File: src/sv/assert_macros.svh
// Assertion macros shared by the RTL files.
// Define ASSERT_OFF to compile them out.
`ifndef ASSERT_MACROS_SVH
`define ASSERT_MACROS_SVH
`ifndef ASSERT_OFF
`define ASSERT_IMPL(lbl, clk, rst_n, prop) \
  lbl: assert property (@(posedge clk) disable iff (!rst_n) (prop)) else $error("assert failed");
`define ASSERT_NEVER(lbl, clk, rst_n, prop) \
  lbl: assert property (@(posedge clk) disable iff (!rst_n) !(prop)) else $error("assert failed");
`else
`define ASSERT_IMPL(lbl, clk, rst_n, prop)
`define ASSERT_NEVER(lbl, clk, rst_n, prop)
`endif
`endif

File: src/sv/gtg_pkg.sv
// Package for the go-to-goal steering controller: payload types, FSM states,
// register indexes and the CORDIC arctangent table. No dependencies.
`default_nettype none
package gtg_pkg;

  typedef struct packed {
    logic signed [23:0] pose_x;
    logic signed [23:0] pose_y;
    logic [15:0]        pose_heading;
  } pose_t;

  typedef struct packed {
    logic [15:0] left_duty;
    logic [15:0] right_duty;
    logic [15:0] bearing_to_goal;
    logic        goal_reached;
  } duty_t;

  typedef enum logic [3:0] {
    ST_IDLE, ST_PREP, ST_CORDIC, ST_ERR, ST_MULP, ST_MULI, ST_SUM, ST_LEFT, ST_RIGHT,
    ST_OUT
  } state_e;

  localparam logic [2:0] REG_GOAL_X = 3'd0;
  localparam logic [2:0] REG_GOAL_Y = 3'd1;
  localparam logic [2:0] REG_KP     = 3'd2;
  localparam logic [2:0] REG_KI     = 3'd3;
  localparam logic [2:0] REG_SPEED  = 3'd4;
  localparam logic [2:0] REG_DMAX   = 3'd5;
  localparam logic [2:0] REG_TOL    = 3'd6;

  localparam int TableLen = 24;
  localparam logic [31:0] ATAN_TAB [TableLen] = '{
    32'd536870912, 32'd316933406, 32'd167458907, 32'd85004756, 32'd42667331,
    32'd21354465, 32'd10679838, 32'd5340245, 32'd2670163, 32'd1335087, 32'd667544,
    32'd333772, 32'd166886, 32'd83443, 32'd41722, 32'd20861, 32'd10430, 32'd5215,
    32'd2608, 32'd1304, 32'd652, 32'd326, 32'd163, 32'd81
  };

  localparam logic signed [18:0] PI_Q16 = 19'sd205887;

  // Duty is floor(num / 57344) = floor((num >> 13) / 7). Quotients of
  // 65536 and up always clamp, so only (num >> 13) below 7*65536 is divided,
  // by multiplying with ceil(2^22 / 7) and shifting by 22 (exact there).
  localparam logic [32:0] DUTY_SAT_LIMIT = 33'd458752;
  localparam logic [19:0] RECIP7_Q22     = 20'd599187;

endpackage
`default_nettype wire

File: src/sv/go_to_goal_pi_steering_top.sv
// Top level of the go-to-goal PI steering controller: APB registers,
// sequencer with a shared CORDIC shift/add datapath and a shared multiplier.
// Depends on gtg_pkg and assert_macros.svh.
//
// One pose transaction runs from acceptance through PREP, then the CORDIC
// rotations, which run one per cycle through a single shift/add unit; the
// error scaling and the P and I products then share one multiplier one per
// cycle, followed by SUM and the LEFT and RIGHT wheel duty states. The block
// takes no new pose until its result has been taken. Register writes are
// meant to apply to the next pose: the user must write only between poses,
// as the block itself does not enforce this.
`default_nettype none
`include "assert_macros.svh"
module go_to_goal_pi_steering_top #(
  parameter int CORDIC_STEPS = 16
) (
  input  wire logic         clk_i,
  input  wire logic         rst_ni,
  input  wire logic         in_valid_i,
  output logic              in_ready_o,
  input  wire gtg_pkg::pose_t in_data_i,
  output logic              out_valid_o,
  input  wire logic         out_ready_i,
  output gtg_pkg::duty_t    out_data_o,
  input  wire logic         psel,
  input  wire logic         penable,
  input  wire logic         pwrite,
  input  wire logic [4:0]   paddr,
  input  wire logic [31:0]  pwdata,
  output logic [31:0]       prdata,
  output logic              pready
);
  localparam int NSteps = (CORDIC_STEPS > gtg_pkg::TableLen) ? gtg_pkg::TableLen
                                                              : CORDIC_STEPS;
  localparam int CntW = $clog2(gtg_pkg::TableLen);

  // Configuration registers
  logic signed [23:0] goal_x_q, goal_y_q;
  logic [15:0] kp_q, ki_q, speed_q, dmax_q, tol_q;
  logic        wr_en;
  logic [2:0]  widx;
  assign pready = 1'b1;
  assign wr_en  = psel && penable && pwrite;
  assign widx   = paddr[4:2];

  always_ff @(posedge clk_i or negedge rst_ni) begin
    if (!rst_ni) begin
      goal_x_q <= '0; goal_y_q <= '0; kp_q <= 16'd630; ki_q <= 16'd563;
      speed_q <= '0; dmax_q <= 16'hFFFF; tol_q <= 16'd3277;
    end else if (wr_en && paddr[1:0] == 2'b00) begin
      case (widx)
        gtg_pkg::REG_GOAL_X: goal_x_q <= pwdata[23:0];
        gtg_pkg::REG_GOAL_Y: goal_y_q <= pwdata[23:0];
        gtg_pkg::REG_KP:     kp_q <= pwdata[15:0];
        gtg_pkg::REG_KI:     ki_q <= pwdata[15:0];
        gtg_pkg::REG_SPEED:  speed_q <= pwdata[15:0];
        gtg_pkg::REG_DMAX:   dmax_q <= pwdata[15:0];
        gtg_pkg::REG_TOL:    tol_q <= pwdata[15:0];
        default: ;
      endcase
    end
  end

  always_comb begin
    prdata = '0;
    if (paddr[1:0] == 2'b00) begin
      case (widx)
        gtg_pkg::REG_GOAL_X: prdata = {{8{goal_x_q[23]}}, goal_x_q};
        gtg_pkg::REG_GOAL_Y: prdata = {{8{goal_y_q[23]}}, goal_y_q};
        gtg_pkg::REG_KP:     prdata = {16'd0, kp_q};
        gtg_pkg::REG_KI:     prdata = {16'd0, ki_q};
        gtg_pkg::REG_SPEED:  prdata = {16'd0, speed_q};
        gtg_pkg::REG_DMAX:   prdata = {16'd0, dmax_q};
        gtg_pkg::REG_TOL:    prdata = {16'd0, tol_q};
        default:             prdata = '0;
      endcase
    end
  end

  // Sequencer state
  gtg_pkg::state_e state_q, state_d;
  logic [CntW-1:0] cnt_q;
  logic in_acc, out_acc;
  assign in_acc  = in_valid_i && in_ready_o;
  assign out_acc = out_valid_o && out_ready_i;

  always_comb begin
    state_d = state_q;
    case (state_q)
      gtg_pkg::ST_IDLE:   if (in_valid_i) state_d = gtg_pkg::ST_PREP;
      gtg_pkg::ST_PREP:   state_d = gtg_pkg::ST_CORDIC;
      gtg_pkg::ST_CORDIC: if (cnt_q == CntW'(NSteps - 1)) state_d = gtg_pkg::ST_ERR;
      gtg_pkg::ST_ERR:    state_d = gtg_pkg::ST_MULP;
      gtg_pkg::ST_MULP:   state_d = gtg_pkg::ST_MULI;
      gtg_pkg::ST_MULI:   state_d = gtg_pkg::ST_SUM;
      gtg_pkg::ST_SUM:    state_d = gtg_pkg::ST_LEFT;
      gtg_pkg::ST_LEFT:   state_d = gtg_pkg::ST_RIGHT;
      gtg_pkg::ST_RIGHT:  state_d = gtg_pkg::ST_OUT;
      gtg_pkg::ST_OUT:    if (out_ready_i) state_d = gtg_pkg::ST_IDLE;
      default:            state_d = gtg_pkg::ST_IDLE;
    endcase
  end

  always_comb begin
    in_ready_o  = (state_q == gtg_pkg::ST_IDLE);
    out_valid_o = (state_q == gtg_pkg::ST_OUT);
  end

  // Datapath registers
  logic signed [25:0] dx_q, dy_q;       // goal minus pose, 25 bits needed
  logic signed [27:0] cx_q, cy_q;       // CORDIC vector, growth headroom
  logic [31:0]        z_q;
  logic [15:0]        hd_q, bear_q;
  logic               reached_q;
  logic signed [17:0] err13_q;
  logic signed [31:0] sum_q;
  logic signed [34:0] pterm_q;
  logic signed [40:0] iterm_q;
  logic signed [40:0] w13_q;
  logic signed [45:0] num_q;
  logic [15:0]        left_q, right_q;

  // Heading error as signed binary angle; goal at pose gives bearing 0
  logic signed [15:0] e_w;
  logic [15:0] bear_w;
  assign bear_w = (dx_q == '0 && dy_q == '0) ? 16'd0
                                              : 16'((33'(z_q) + 33'(1 << 15)) >> 16);
  assign e_w = signed'(bear_w - hd_q);

  // Saturating integral update
  logic signed [32:0] sum_raw;
  logic signed [31:0] sum_d_sat;
  always_comb begin
    sum_raw = 33'(sum_q) + 33'(err13_q);
    if (sum_raw > 33'sd2147483647)       sum_d_sat = 32'sh7FFFFFFF;
    else if (sum_raw < -33'sd2147483648) sum_d_sat = 32'sh80000000;
    else                                 sum_d_sat = sum_raw[31:0];
  end

  // Shared multiplier: 33x19 signed operands
  logic signed [32:0] mul_a;
  logic signed [18:0] mul_b;
  logic signed [51:0] mul_p;
  always_comb begin
    mul_a = '0; mul_b = '0;
    case (state_q)
      gtg_pkg::ST_ERR:  begin mul_a = 33'(e_w); mul_b = gtg_pkg::PI_Q16; end
      gtg_pkg::ST_MULP: begin mul_a = 33'(err13_q); mul_b = 19'(signed'({1'b0, kp_q})); end
      gtg_pkg::ST_MULI: begin mul_a = 33'(sum_d_sat); mul_b = 19'(signed'({1'b0, ki_q})); end
      default: ;
    endcase
    mul_p = 52'(mul_a) * 52'(mul_b);
  end

  // Duty from numerator: divide by 57344 through shift and reciprocal, clamp
  function automatic logic [15:0] duty_of(input logic signed [45:0] n,
                                          input logic [15:0] dmax);
    logic [32:0] m;
    logic [38:0] prod;
    logic [16:0] q;
    begin
      if (n < 0) return 16'd0;
      m = 33'(n >>> 13);
      if (m >= gtg_pkg::DUTY_SAT_LIMIT) return dmax;
      prod = 39'(m[18:0]) * 39'(gtg_pkg::RECIP7_Q22);
      q = 17'(prod >> 22);
      return (q > 17'(dmax)) ? dmax : q[15:0];
    end
  endfunction

  logic signed [45:0] base_w, w14_w;
  assign base_w = 46'(speed_q) <<< 13;
  assign w14_w  = (46'(w13_q) <<< 4) - (46'(w13_q) <<< 1);

  logic signed [27:0] xs, ys;
  assign xs = cx_q >>> cnt_q;
  assign ys = cy_q >>> cnt_q;
  logic [25:0] adx, ady;
  assign adx = dx_q[25] ? 26'(-dx_q) : 26'(dx_q);
  assign ady = dy_q[25] ? 26'(-dy_q) : 26'(dy_q);

  always_ff @(posedge clk_i or negedge rst_ni) begin
    if (!rst_ni) begin
      state_q <= gtg_pkg::ST_IDLE;
      cnt_q   <= '0;
      sum_q   <= '0;
    end else begin
      state_q <= state_d;
      case (state_q)
        gtg_pkg::ST_CORDIC: cnt_q <= cnt_q + 1'b1;
        gtg_pkg::ST_MULI:   sum_q <= sum_d_sat;
        default:            cnt_q <= '0;
      endcase
    end
  end

  always_ff @(posedge clk_i) begin
    case (state_q)
      gtg_pkg::ST_IDLE: if (in_acc) begin
        dx_q <= 26'(goal_x_q) - 26'(in_data_i.pose_x);
        dy_q <= 26'(goal_y_q) - 26'(in_data_i.pose_y);
        hd_q <= in_data_i.pose_heading;
      end
      gtg_pkg::ST_PREP: begin
        reached_q <= (adx < 26'(tol_q)) && (ady < 26'(tol_q));
        if (dx_q[25]) begin
          if (!dy_q[25]) begin
            cx_q <= 28'(dy_q); cy_q <= -28'(dx_q); z_q <= 32'h40000000;
          end else begin
            cx_q <= -28'(dy_q); cy_q <= 28'(dx_q); z_q <= 32'hC0000000;
          end
        end else begin
          cx_q <= 28'(dx_q); cy_q <= 28'(dy_q); z_q <= '0;
        end
      end
      gtg_pkg::ST_CORDIC: begin
        if (cy_q > 0) begin
          cx_q <= cx_q + ys; cy_q <= cy_q - xs;
          z_q <= z_q + gtg_pkg::ATAN_TAB[cnt_q[4:0]];
        end else begin
          cx_q <= cx_q - ys; cy_q <= cy_q + xs;
          z_q <= z_q - gtg_pkg::ATAN_TAB[cnt_q[4:0]];
        end
      end
      gtg_pkg::ST_ERR: begin
        bear_q  <= bear_w;
        err13_q <= 18'((mul_p + 52'sd131072) >>> 18);
      end
      gtg_pkg::ST_MULP: pterm_q <= 35'(mul_p);
      gtg_pkg::ST_MULI: iterm_q <= 41'(mul_p >>> 8);
      gtg_pkg::ST_SUM:  w13_q <= 41'(pterm_q) + iterm_q;
      gtg_pkg::ST_LEFT: begin
        num_q <= base_w + w14_w;
        left_q <= reached_q ? 16'd0 : duty_of(base_w - w14_w, dmax_q);
      end
      gtg_pkg::ST_RIGHT: right_q <= reached_q ? 16'd0 : duty_of(num_q, dmax_q);
      default: ;
    endcase
  end

  always_comb begin
    out_data_o.left_duty       = left_q;
    out_data_o.right_duty      = right_q;
    out_data_o.bearing_to_goal = bear_q;
    out_data_o.goal_reached    = reached_q;
  end

  `ASSERT_IMPL(a_ready_idle, clk_i, rst_ni, in_acc |=> !in_ready_o)
  `ASSERT_NEVER(a_both, clk_i, rst_ni, in_ready_o && out_valid_o)
  `ASSERT_IMPL(a_out_done, clk_i, rst_ni, out_acc |=> in_ready_o)
  `ASSERT_IMPL(a_reach0, clk_i, rst_ni, (out_valid_o && out_data_o.goal_reached) |-> (out_data_o.left_duty == 16'd0))

endmodule
`default_nettype wire

File: config.mk
export PLATFORM = sky130hd
export DESIGN_NAME = go_to_goal_pi_steering_top
export DESIGN_NICKNAME = d
export VERILOG_FILES = /design/src/sv/gtg_pkg.sv /design/src/sv/go_to_goal_pi_steering_top.sv
export VERILOG_INCLUDE_DIRS = /design/src /design/src/sv
export SDC_FILE = /design/constraint.sdc
export NUM_CORES = 2
export LEC_CHECK = 0
export BUFFER_PORTS_ARGS = -buffer_cell sky130_fd_sc_hd__clkbuf_2
export CORE_MARGIN = 10
export CORE_UTILIZATION = 55
export DETAILED_ROUTE_END_ITERATION = 10
export GPL_ROUTABILITY_DRIVEN = 0
export PLACE_DENSITY = 0.72
export SLEW_MARGIN = 40
export SYNTH_ARGS = -nofsm -noshare
export SYNTH_HDL_FRONTEND = slang
export SYNTH_SLANG_ARGS = --single-unit
File: constraint.sdc
create_clock -name clk_i -period 13.7 [get_ports clk_i]
set_clock_uncertainty 0.05 [all_clocks]
set_input_delay 0.685 -clock clk_i [delete_from_list [all_inputs] [get_ports clk_i]]
set_output_delay 0.685 -clock clk_i [all_outputs]
set_load 0.005 [all_outputs]
==> flow_summary.toml <==
[status]
status = "finished, violations left"
failed_checks = "negative hold slack"

[synth]
yosysWarnings = 0
ys_ff_latch = 540
syn-num-nets = 9713
synth_top_area_share_pct = 18.7
yosysSeqAreaShare_pct = 20.9
synthTopCellsByArea = "fa_1, edfxtp_1, ha_1"
ys_async_sr_fraction_pct = 31.3
synth-main-ff-cell = "edfxtp_1"
yosysMostFrequentCell = "inv_1"
synth_edf_count = 371
syn_inst = 8141
synthDistinctLibCells = 98
syn_avg_cell_area_um2 = 9.08
synth_area_um2 = 73900
synth_top_cell_by_area = "fa_1"
synth_common_cells = "inv_1, ha_1, nand2_1"

[critical_path]
reg2reg_slack_ps = 480
critical_path_class = "reg2reg"
slowest_stage = "or4_4"
r2r_start = "w13_q[2]$_DFFE_PP_"
cp.buffers_inverters = 4
worst_r2r_path_depth = 49
setup.worst_path.start = "w13_q[2]$_DFFE_PP_"
arrival_ps = 13570
crit_end = "left_q[15]$_SDFFCE_PP0P_"
max_stage_delay_ps = 580
critPathMaxFanout = 7
worstSetupEndpointType = "flip-flop"
worstSetupStartpointType = "flip-flop"
cp_top_family = "compound AO/OA/AOI/OAI gates"
cpMostUsedCell = "fa_1"
crit_cells = 49
worst-endpoint-required_ps = 14050
r2r_end = "left_q[15]$_SDFFCE_PP0P_"

[route]
drc = 0
drt-initial-drc-count = 5700
wirelength_mm = 215
viasPerCell = 6.07
first_pass_iters = 8
vias = 61100
drtAntennaViolNets = 0
wl_per_cell_um = 21.4

[clock_network]
postCtsHoldBufs = 0
cts_buffer_depth = 3
clock-sinks = 540
cts_tree = "yes"
cts_buffers = 67
clockRootBuffer = "clkbuf_16"
htreeDepth = 3
clk_latency_ps = 680
clk_pin_slew_worst_paths_ps = 70

[floorplanning]
initial_utilization_pct = 55.4
placeableCoreArea_um2 = 133000
ios = 192
rows = 134
die_y_um = 387
die_x_um = 387
dieArea_um2 = 149000

[timing]
worst_slack_ps = 481
slew_headroom_pct = 42.0
fmax_ghz = 0.0756
maxSlewViolCount = 0
hold_viol = 11
fin_crit_sh_pct = 96.5
final.min_clock_period_ps = 13220
timing.hold.ws_ps = -8.42
finalSetupViolCount = 0
tightest_slew_ps = 869

[flow_run]
cap_violations = 0

[cells_and_area]
n_fill_cell = 11300
area_growth_pct = 7.73
fin_nets = 9796
drive_gt1_share_pct = 10.1

[global_routing]
grt_pass1_wl_mm = 338
antenna_found_initial = 24
grt_use_total_pct = 28.1
grt_max_degree = 90
grt_pass1_vias = 60800
grt.overflow.total = 0

[placement]
hpwl_mm = 174
dp_slack_ps = -0.860
io_buffers = 182

[worst_hold_path]
holdCritPathClass = "in2async"
## sequential cells by signal, indices dropped and copies added, names as in the netlist, 18 cells and up
register  flops
pterm_q      35
cy_q         28
sum_q        32
z_q          32
goal_y_q     24
num_q        33
dy_q         25
cx_q         28
err13_q      18
iterm_q      41
w13_q        41
dx_q         25
goal_x_q     24
## metrics by stage
stage          cells  utilization (%)  instance area, um2  TNS, ps
6_report       10100             59.7               79600        0
5_1_grt        10100             59.7               79600    -25.1
4_1_cts        10000             59.3               79200        0
3_5_place_dp    9912             57.7               77000   -0.860
3_3_place_gp    9909             57.6               76900        0
2_1_floorplan   8141                -               73900        0
## repair_timing
| item | 4_1_cts | 5_1_grt |
|---|---|---|
| pin swaps | 0 | 18 |
| setup endpoints to repair | 13 | 35 |
| resized for setup | 1 | 49 |
| gates cloned | 0 | 0 |
| buffers inserted | 0 | 11 |
## how the worst min path moves through the flow
stage                          start                        to  slack, ps
2_1_floorplan                 rst_ni      cnt_q[0]$_DFFE_PN0P_        340
5_1_grt                       rst_ni  goal_x_q[21]$_DFFE_PN0P_         40
4_1_cts                       rst_ni  goal_y_q[21]$_DFFE_PN0P_         30
3_3_place_gp   sum_q[31]$_DFFE_PN0N_     sum_q[31]$_DFFE_PN0N_        410
3_5_place_dp   sum_q[30]$_DFFE_PN0N_     sum_q[30]$_DFFE_PN0N_        420
6_report                      rst_ni  goal_x_q[21]$_DFFE_PN0P_         -8
## area by class of cell
cell class / count / area [um2] / area share, %
antenna: 14 / 35.0 / 0.0440
timing repair buffer: 314 / 1940 / 2.43
sequential: 540 / 15400 / 19.4
clock buffer: 90 / 1890 / 2.37
tap: 1768 / 2210 / 2.78
multi-input combinational: 6011 / 52900 / 66.5
clock inverter: 33 / 358 / 0.449
inverter: 1290 / 4850 / 6.09
## layer usage
layer  GRT usage [%]  routed length [um]  part of all wire [%]
met1            36.8               87900                    41
met2            44.1               96200                    45
met3            6.29               20300                   9.4
met4            12.7               10900                   5.1
met5               0                 116                 0.054
## cell families after synthesis
| family | count (synthesis) | synth area share [%] |
|---|---|---|
| adder cells (fa/ha/maj) | 1464 | 31.8 |
| flip-flops | 540 | 20.9 |
| XOR/XNOR | 471 | 5.60 |
| AO/OA/AOI/OAI | 1501 | 13.3 |
| buffers and inverters | 1590 | 8.17 |
| multiplexers | 346 | 6.10 |
| other | 1 | 0.00507 |
| AND/OR/NAND/NOR | 2228 | 14.1 |
## placed cells by master (no fill, tap or decap), types with 71 or more instances in the layout
cell | Yosys | layout
dfrtp_1 | 135 | 130
xnor2_1 | 306 | 303
nor3_1 | 142 | 135
fa_1 | 692 | 692
o21ai_0 | 324 | 320
xor2_1 | 164 | 160
buf_4 | 12 | 125
mux2i_1 | 122 | 121
a21oi_1 | 374 | 364
nor2_1 | 611 | 605
nand3_1 | 144 | 141
inv_1 | 1284 | 1282
clkbuf_2 | 0 | 179
a21o_1 | 173 | 173
edfxtp_1 | 371 | 371
ha_1 | 772 | 766
nand2_1 | 740 | 740
mux2_2 | 156 | 156
and2_1 | 107 | 106
o211ai_1 | 71 | 71
Power is left out: the tool's default activity adds up to more than one toggle a clock period on the data nets, which glitch-free logic cannot reach.
